--- config.mk ---
export PLATFORM = sky130hd
export DESIGN_NAME = arenv_div_step
export DESIGN_NICKNAME = d
export VERILOG_FILES = /design/src/rtl/arenv_pkg.sv /design/src/rtl/arenv_div_step.sv
export SDC_FILE = /design/constraint.sdc
export NUM_CORES = 1
export LEC_CHECK = 0
export BUFFER_PORTS_ARGS = -buffer_cell sky130_fd_sc_hd__buf_2
export CELL_PAD_IN_SITES_DETAIL_PLACEMENT = 0
export CELL_PAD_IN_SITES_GLOBAL_PLACEMENT = 1
export CORE_UTILIZATION = 34
export CTS_BUF_LIST = sky130_fd_sc_hd__clkbuf_16
export CTS_CLUSTER_DIAMETER = 100
export DETAILED_ROUTE_END_ITERATION = 12
export HOLD_SLACK_MARGIN = 0.06
export PLACE_DENSITY_LB_ADDON = 0.3
export SKIP_LAST_GASP = 1
export SYNTH_ARGS = -nofsm -noshare
export SYNTH_HDL_FRONTEND = slang
export SYNTH_SLANG_ARGS = --single-unit
--- constraint.sdc ---
create_clock -name clk -period 4.5 [get_ports clk]
set_clock_uncertainty 0.2 [all_clocks]
set_input_delay 0.9 -clock clk [delete_from_list [all_inputs] [get_ports clk]]
set_output_delay 0.9 -clock clk [all_outputs]
set_load 0.1 [all_outputs]
--- src/rtl/arenv_pkg.sv ---
`timescale 1ns / 1ps

package arenv_pkg;

  // Field widths of the channels.
  localparam int unsigned TICK_W  = 32;
  localparam int unsigned LEVEL_W = 16;
  localparam int unsigned SEG_W   = 2;

  // Number of quotient bits, one per divider stage.
  localparam int unsigned QUO_W = 16;

  // Q1.15 full scale.
  localparam logic [LEVEL_W-1:0] FULL_SCALE = 16'h8000;

  // Segment codes as they appear on the result channel.
  typedef enum logic [SEG_W-1:0] {
    SEG_OUTSIDE = 2'd0,
    SEG_RISE    = 2'd1,
    SEG_FULL    = 2'd2,
    SEG_FALL    = 2'd3
  } seg_t;

  // How the final level is formed at the end of the pipeline.
  typedef enum logic [1:0] {
    LVL_ZERO = 2'd0,
    LVL_FULL = 2'd1,
    LVL_QUOT = 2'd2
  } lvl_kind_t;

  // Configuration register indexes.
  typedef enum logic [1:0] {
    REG_ATTACK_START  = 2'd0,
    REG_SUSTAIN_START = 2'd1,
    REG_DECAY_START   = 2'd2,
    REG_RELEASE_END   = 2'd3
  } cfg_reg_t;

  // Current envelope breakpoints.
  typedef struct packed {
    logic [TICK_W-1:0] attack_start;
    logic [TICK_W-1:0] sustain_start;
    logic [TICK_W-1:0] decay_start;
    logic [TICK_W-1:0] release_end;
  } cfg_t;

  // Content of one divider pipeline stage.
  typedef struct packed {
    logic              valid;
    seg_t              seg;
    lvl_kind_t         kind;
    logic [TICK_W:0]   r2;
    logic [TICK_W-1:0] den;
    logic [QUO_W-1:0]  quo;
  } div_stage_t;

endpackage

--- src/rtl/arenv_div_step.sv ---
`timescale 1ns / 1ps

module arenv_div_step
  import arenv_pkg::*;
(
  input  logic       clk,
  input  logic       rst_n,
  input  logic       en,
  input  div_stage_t d_in,
  output div_stage_t d_out
);

  div_stage_t d_r;
  div_stage_t d_nxt;

  logic              fits;
  logic [TICK_W:0]   diff;
  logic [TICK_W-1:0] rem;

  // One restoring step: subtract the divisor if it fits, then double.
  always_comb begin
    fits      = d_in.r2 >= {1'b0, d_in.den};
    diff      = d_in.r2 - {1'b0, d_in.den};
    rem       = fits ? diff[TICK_W-1:0] : d_in.r2[TICK_W-1:0];
    d_nxt     = d_in;
    d_nxt.r2  = {rem, 1'b0};
    d_nxt.quo = {d_in.quo[QUO_W-2:0], fits};
  end

  always_ff @(posedge clk) begin
    if (!rst_n) begin
      d_r.valid <= 1'b0;
    end else if (en) begin
      d_r <= d_nxt;
    end
  end

  assign d_out = d_r;

endmodule

==> impl_metrics.json, run 1 <==
{
  "status": "finished clean",
  "syn_to_final_growth_pct": 28.64,
  "gp_congestion": 0.8723,
  "yosysMostFrequentCell": "edfxtp_1",
  "pre_cts_ws_ps": 158.9,
  "cts-htree-levels": 3,
  "hold_violations": 0,
  "power.internal_mw": 1.604,
  "drtIter0Drc": 358,
  "grt_pass1_vias": 3796,
  "synth_area_um2": 4783,
  "setup_viol": 0,
  "ys_ff_latch": 85,
  "synth_area_per_cell_um2": 11.05,
  "yosys-top-cells-count": "84 x edfxtp_1, 54 x a21oi_1, 38 x inv_1, 36 x nor2_1, 32 x ha_1",
  "p_clk_frac": 0.275,
  "globalRouteOverflowTotal": 0,
  "path_class": "primary input to flip-flop",
  "crit_required_ps": 4380,
  "grt_use_total": 0.1593,
  "final_cells": 789,
  "place_inst": 773,
  "ios": 175,
  "nNetsFinal": 730,
  "rows": 42,
  "slew_violations": 0,
  "dp_hpwl_mm": 8.892,
  "worstPathArrival_ps": 3960,
  "share_seq_of_total_power": 0.369,
  "clock_latency_ps": 330,
  "fp.dieH_um": 120.6,
  "power_leakage_nw": 2.738,
  "portBuffers": 172,
  "synthDistinctLibCells": 49,
  "clk_pin_slew_ps": 60,
  "cts.repair.resized": 0,
  "vias_per_cell": 4.850,
  "powerDensity_nw_per_um2": 427.3,
  "worst_slack_ps": 426.8,
  "diodes": 0,
  "fin_crit_ps": 4073,
  "swShare": 0.3899,
  "start_kind": "primary input",
  "end_kind": "flip-flop",
  "drtPass1Iterations": 6,
  "drive_gt1_frac": 0.3393,
  "post_drt_wl_per_cell_um": 14.38,
  "fp.dieW_um": 120.6,
  "cts_root_buf": "clkbuf_16",
  "synth_cells": 433,
  "largest_register_ffs": 85,
  "synth_edf_count": 84,
  "cts_buffers": 9,
  "vdd_ir_drop_max_mv": 0.1655,
  "ys.flop_type": "edfxtp_1",
  "hold_path.class": "flip-flop to flip-flop",
  "grt_max_degree": 37,
  "post-synth-top-area-cell": "edfxtp_1",
  "holdBufCountCts": 0,
  "async_reset_ff_frac": 0,
  "comb_power_share": 0.356,
  "antenna_found_initial": 1,
  "cap_violations": 0,
  "max_freq_mhz": 245.5,
  "cts_tree": "yes",
  "p_sw_mw": 1.025,
  "total_power_mw": 2.630,
  "syn_nets": 555,
  "post-route-drc-count": 0,
  "initial_core_util": 0.3542,
  "synthTopCellsByArea": "edfxtp_1 53%, ha_1 8.4%, a21oi_1 5.7%",
  "rsz0062_at_grt": "no",
  "clockBufferDepth": 2,
  "ys.warnings.count": 0,
  "ys_seq_area_frac": 0.5315,
  "fp.coreArea_um2": 13510,
  "cp_max_fo": 3,
  "ant_nets": 0,
  "final.setup.tns_ps": 0,
  "die_area_um2": 14550,
  "grt_pass1_wl_mm": 18.10,
  "vias": 3827,
  "yosysTopAreaCellShare": 0.5273,
  "fin_crit_sh": 0.9051,
  "cts_sinks": 85,
  "post-cts-setup-buffers": 0,
  "wl_mm": 11.34
}
-- final timing paths --
check / from / end / slack [ps] / depth (start not counted)
setup / recovery: d_in[16] / d_out[79] / 430 / 12
hold / removal: d_out[85] / d_out[85] / 320 / 2
setup reg to reg: d_out[85] / d_out[85] / 3710 / 2
hold reg to reg: d_out[85] / d_out[85] / 320 / 2
-- worst max-delay path, cell delays in order --
cell,delay [ps]
buf_2,110
ha_1,220
fa_1,410
nand2b_1,180
a21oi_1,170
o21ai_0,170
o311a_1,380
a31oi_1,320
a21oi_1,240
o41ai_1,420
xor2_1,120
mux2_1,320
-- power by group through the flow --
stage          clock [mW]  sequential (mW)  combinational, mW
4_1_cts             0.747            0.971              0.939
3_3_place_gp            0            0.986              0.931
5_1_grt             0.774            0.976              0.995
2_1_floorplan           0             1.46              0.293
6_report            0.724            0.970              0.935
3_5_place_dp            0            0.987              0.936
-- per-layer routing --
metal / track usage / part of all wire
met1: 0.2096 / 0.46
met2: 0.2500 / 0.45
met3: 0.03585 / 0.070
met4: 0.07099 / 0.018
met5: 0 / 0
-- final cells by class --
cell class	instances	area, um^2
clock buffers	9	225.2
clock inverters	7	67.56
fillers	1287	7352
inverters	38	142.6
multi-input cells	292	2007
flip-flops and latches	85	2542
well taps	176	220.2
repair buffers	182	948.4
-- cells by family after synthesis --
| logic type | share of synthesized area |
|---|---|
| fa+ha+maj | 0.08789 |
| compound gates | 0.1538 |
| mux | 0.02982 |
| xor+xnor | 0.04944 |
| other cells | 0.0007840 |
| buf+inv | 0.04944 |
| flops | 0.5315 |
| simple gates | 0.09731 |
-- metrics by stage --
step           hold WS (ps)  utilization  area (um^2)
2_1_floorplan         780.7            -         4783
3_3_place_gp          292.6       0.4339         5861
3_5_place_dp          311.7       0.4339         5861
4_1_cts               327.5       0.4556         6153
5_1_grt               350.3       0.4556         6153
6_report              317.0       0.4556         6153
-- placed cells by master (no fill, tap or decap), types with 5 or more instances in the layout --
| cell | count |
|---|---|
| a21o_1 | 12 |
| nand3_1 | 8 |
| o21a_1 | 6 |
| xor2_1 | 11 |
| clkbuf_16 | 9 |
| buf_2 | 172 |
| mux2_2 | 6 |
| inv_1 | 39 |
| nand2_1 | 27 |
| o21ai_0 | 16 |
| edfxtp_1 | 84 |
| ha_1 | 32 |
| xnor2_1 | 16 |
| buf_4 | 9 |
| nor2_1 | 36 |
| nand4_1 | 7 |
| a21oi_1 | 54 |
| a31oi_1 | 5 |
Power figures use the tool's default switching activity.
==> run 2, diff against run 1 <==
--- a/config.mk
+++ b/config.mk
@@ -12,6 +12,7 @@
 export CTS_BUF_LIST = sky130_fd_sc_hd__clkbuf_16
 export CTS_CLUSTER_DIAMETER = 100
 export DETAILED_ROUTE_END_ITERATION = 12
+export GPL_TIMING_DRIVEN = 0
 export HOLD_SLACK_MARGIN = 0.06
 export PLACE_DENSITY_LB_ADDON = 0.3
 export SKIP_LAST_GASP = 1
==> run 2 against run 1 <==
  * Critical path depth is 1 higher
  * First-iteration DRC count down 47%
  * Combinational power up 0.6%
  * Maximum frequency is 2.9% lower
  * Worst setup slack worse by 120 ps
  * Power is 1.2% higher
  * Final area increased by 0.69%
  * Register-to-register slack barely moved
  * Final cell count up 1.3%
  * Sequential cell count unchanged
  * Critical path type unchanged
==> impl_metrics.json, run 2 (synthesis results as in run 1) <==
{
  "start_kind": "primary input",
  "fp.dieW_um": 120.6,
  "post_drt_wl_per_cell_um": 14.99,
  "fin_area_um2": 6196,
  "syn_to_final_growth_pct": 29.53,
  "mostFrequentLayoutCell": "buf_2",
  "total_power_mw": 2.661,
  "ios": 175,
  "fp.coreArea_um2": 13510,
  "wl_mm": 11.98,
  "dp_hpwl_mm": 9.223,
  "maxSlewHeadroom": 0.6140,
  "drtIter0Drc": 190,
  "initial_core_util": 0.3542,
  "cts_root_buf": "clkbuf_16",
  "status": "finished clean",
  "rr_worst_depth": 2,
  "grt_max_degree": 46,
  "worstPathArrival_ps": 4090,
  "cts.repair.resized": 0,
  "fin_crit_sh": 0.9326,
  "holdBufCountCts": 0,
  "r2r-start": "d_out[85]",
  "hold_violations": 0,
  "fin_crit_ps": 4197,
  "rows": 42,
  "holdPathStages": 2,
  "vias_per_cell": 4.839,
  "rrSetupSlack_ps": 3700,
  "gp_congestion": 0.8041,
  "post-route-drc-count": 0,
  "portBuffers": 172,
  "final_cell_mix": "180 x buf_2, 84 x edfxtp_1, 54 x a21oi_1, 38 x inv_1, 36 x nor2_1",
  "hold_start": "d_out[85]",
  "hold_path.class": "flip-flop to flip-flop",
  "slew_violations": 0,
  "vias": 3866,
  "cts_buffers": 9,
  "placed_area_um2": 5894,
  "end_kind": "flip-flop",
  "die_area_um2": 14550,
  "ant_nets": 0,
  "cts_tree": "yes",
  "final_cells": 799,
  "powerDensity_nw_per_um2": 429.6,
  "antenna_found_initial": 1,
  "place_inst": 782,
  "fp.dieH_um": 120.6,
  "grt_use_total": 0.1670,
  "worstMarginPinSlew_ps": 573.0,
  "setup_viol": 0,
  "whs_endpoint": "d_out[85]",
  "cp_max_fo": 10,
  "power_leakage_nw": 2.749,
  "post-cts-setup-buffers": 0,
  "grt_pass1_wl_mm": 18.67,
  "reg2reg_to": "d_out[85]",
  "largest_register_ffs": 85,
  "clock_latency_ps": 340,
  "clk_pin_slew_ps": 60,
  "crit_required_ps": 4390,
  "cts_sinks": 85,
  "max_freq_mhz": 238.3,
  "clockBufferDepth": 2,
  "nNetsFinal": 739,
  "vdd_ir_drop_max_mv": 0.1557,
  "drive_gt1_frac": 0.3424,
  "drtPass1Iterations": 4,
  "cap_violations": 0,
  "final.setup.tns_ps": 0,
  "cts-htree-levels": 3,
  "globalRouteOverflowTotal": 0,
  "grt_pass1_vias": 3771,
  "rsz0062_at_grt": "no",
  "startpoint": "d_in[27]",
  "whs_ps": 335.2,
  "path_class": "primary input to flip-flop"
}
==> run 2: worst max-delay path: stages <==
cell      delay (ps)
buf_2             90
inv_1             40
ha_1             260
clkbuf_1         300
nand4_1          200
or4_1            440
a21oi_1          150
nor3_1           110
a211oi_2         250
o21ai_2          170
o31ai_4          490
buf_4            300
mux2_1           350
==> run 2: layout make-up <==
type | count | area [um^2]
Antenna cell | 1 | 2.502
Buffer | 18 | 93.84
Clock buffer | 9 | 225.2
Clock inverter | 7 | 73.82
Fill cell | 1331 | 7310
Inverter | 38 | 142.6
Multi-Input combinational cell | 292 | 2007
Sequential cell | 85 | 2542
Tap cell | 176 | 220.2
Timing Repair Buffer | 173 | 888.4
==> run 2: worst max-delay path by stage <==
stage / end / slack [ps] / cells past startpoint
3_5_place_dp: d_out[75] / -160 / 13
2_1_floorplan: d_out[62] / 620 / 12
5_1_grt: d_out[62] / 30 / 13
6_report: d_out[72] / 300 / 13
3_3_place_gp: d_out[75] / -210 / 13
4_1_cts: d_out[75] / 190 / 13
==> run 2: power by group <==
group          internal (mW)  switching, mW  leakage [nW]  total (mW)
registers              0.956         0.0135         0.800       0.970
logic                  0.219          0.723          1.81       0.941
clock network          0.432          0.319         0.136       0.751
total                   1.61           1.05          2.75        2.66
==> run 2: metrics by stage <==
stage,setup slack (ps),utilization
global placement,-206.8,0.4342
finish,303.4,0.4588
detailed placement,-162.1,0.4364
CTS,192.6,0.4586
floorplan,624.6,-
global route,34.97,0.4586
==> run 2: routing by layer <==
| metal | share of wire | up-vias | track usage |
|---|---|---|---|
| met5 | 0 | - | 0 |
| li1 | - | 1959 | - |
| met2 | 0.44 | 134 | 0.2640 |
| met1 | 0.48 | 1763 | 0.2215 |
| met3 | 0.059 | 10 | 0.03821 |
| met4 | 0.014 | 0 | 0.06481 |
==> run 3, diff against run 2 <==
--- a/config.mk
+++ b/config.mk
@@ -19,3 +19,4 @@
 export SYNTH_ARGS = -nofsm -noshare
 export SYNTH_HDL_FRONTEND = slang
 export SYNTH_SLANG_ARGS = --single-unit
+export TNS_END_PERCENT = 50
==> constraint.sdc (replaced) <==
create_clock -name clk -period 5.3 [get_ports clk]
set_clock_uncertainty 0.2 [all_clocks]
set_input_delay 1.06 -clock clk [delete_from_list [all_inputs] [get_ports clk]]
set_output_delay 1.06 -clock clk [all_outputs]
set_load 0.1 [all_outputs]
==> run 3 against run 2 <==
  * First-iteration DRC count shrank 2.1%
  * Non-clock buffer count is the same
  * Via count decreased by 0.26%
  * Count of clock-buffer cells in the layout unchanged
  * Sequential power shrank 15%
  * Core utilization unchanged
  * Critical endpoint unchanged
  * Largest cell class unchanged
  * Largest power group unchanged
==> impl_metrics.json, run 3 (synthesis results as in run 1) <==
{
  "status": "finished clean",
  "drive_gt1_frac": 0.3424,
  "cts-htree-levels": 3,
  "setup_viol": 0,
  "rsz0062_at_grt": "no",
  "fp.dieW_um": 120.6,
  "grt_pass1_vias": 3771,
  "final_util": 0.4588,
  "drtPass1Iterations": 4,
  "cts_root_buf": "clkbuf_16",
  "grt_pass1_wl_mm": 18.67,
  "slew_violations": 0,
  "start_kind": "primary input",
  "hold_start": "d_out[85]",
  "worstPathArrival_ps": 4290,
  "worstMarginPinSlew_ps": 572.5,
  "critPathBufInv": 4,
  "multiInputGateArea_um2": 2007,
  "crit_path_cell_trace": "buf_2, inv_1, ha_1, clkbuf_1, nand4_1, or4_1, a21oi_1, nor3_1, a211oi_2, o21ai_2, o31ai_4, buf_4, mux2_1",
  "critPathMaxStageDelay_ps": 540,
  "wl_mm": 11.98,
  "fin_crit_ps": 4405,
  "total_power_mw": 2.262,
  "grt_max_degree": 46,
  "hold_path.class": "flip-flop to flip-flop",
  "cap_violations": 0,
  "ios": 175,
  "path_class": "primary input to flip-flop",
  "drtIter0Drc": 186,
  "globalRouteOverflowTotal": 0,
  "cp_max_fo": 10,
  "largest_register_ffs": 85,
  "power_leakage_nw": 2.749,
  "antenna_found_initial": 1,
  "end_kind": "flip-flop",
  "maxSlewHeadroom": 0.6143,
  "r2r-start": "d_out[85]",
  "mostFrequentLayoutCell": "buf_2",
  "fp.coreArea_um2": 13510,
  "hold_violations": 0,
  "powerDensity_nw_per_um2": 365.1,
  "worst_slack_ps": 894.8,
  "max_freq_mhz": 227.0,
  "holdBufCountCts": 0,
  "syn_to_final_growth_pct": 29.53,
  "gp_congestion": 0.8041,
  "post_drt_wl_per_cell_um": 15.00,
  "post-cts-setup-buffers": 0,
  "initial_core_util": 0.3542,
  "final.setup.tns_ps": 0,
  "startpoint": "d_in[27]",
  "vdd_ir_drop_max_mv": 0.1323,
  "clockBufferDepth": 2,
  "portBuffers": 172,
  "grt_use_total": 0.1670,
  "vias_per_cell": 4.826,
  "clock_latency_ps": 340,
  "crit_required_ps": 5190,
  "pre_cts_ws_ps": 477.9,
  "cts.repair.resized": 0,
  "dp_hpwl_mm": 9.223,
  "ant_nets": 0,
  "clk_pin_slew_ps": 60,
  "die_area_um2": 14550,
  "seq_area_um2": 2542,
  "vias": 3856,
  "critical_path.top_delay_family": "compound AO/OA/AOI/OAI gates",
  "fin_crit_sh": 0.8312,
  "fp.dieH_um": 120.6,
  "post-route-drc-count": 0,
  "rows": 42,
  "cts_buffers": 9,
  "cts_tree": "yes",
  "nNetsFinal": 739,
  "cts_sinks": 85,
  "fillers": 1331,
  "crit_slowest_cell": "o31ai_4",
  "final_cell_mix": "180 x buf_2, 84 x edfxtp_1, 54 x a21oi_1, 38 x inv_1, 36 x nor2_1"
}
==> run 3: layer usage <==
metal / track usage / part of all wire
met4: 0.06481 / 0.014
met2: 0.2640 / 0.44
met1: 0.2215 / 0.48
met3: 0.03821 / 0.058
met5: 0 / 0
==> run 3: final cells by class <==
class                   instances  area share
clock inverters                 7     0.01191
plain buffers                  18     0.01515
multi-input cells             292      0.3239
repair buffers                173      0.1434
flip-flops and latches         85      0.4103
diodes                          1   0.0004039
inverters                      38     0.02302
well taps                     176     0.03554
clock buffers                   9     0.03635
==> run 3: metrics by stage <==
| stage | hold slack (ps) | std cells | instance area, um^2 |
|---|---|---|---|
| finish | 335.4 | 799 | 6196 |
| floorplan | 780.7 | 433 | 4783 |
| detailed placement | 317.4 | 782 | 5894 |
| global placement | 292.9 | 781 | 5864 |
| CTS | 331.0 | 798 | 6193 |
| global route | 357.9 | 798 | 6193 |
==> run 3: power by group <==
group	leakage, nW	internal [mW]	switching [mW]
sequential	0.800	0.812	0.0115
combinational	1.81	0.186	0.613
clock	0.136	0.367	0.273
total	2.75	1.36	0.898
==> run 3: final timing paths <==
| path | cells past startpoint | slack (ps) | to |
|---|---|---|---|
| max | 13 | 890 | d_out[72] |
| min | 2 | 340 | d_out[85] |
| max reg2reg | 2 | 4500 | d_out[85] |
| min reg2reg | 2 | 340 | d_out[85] |
==> run 3: worst min-delay path, cell delays in order, from the launching register on <==
cell and delay (ps):
dfxtp_1 340, mux2i_1 70, nor2b_1 90
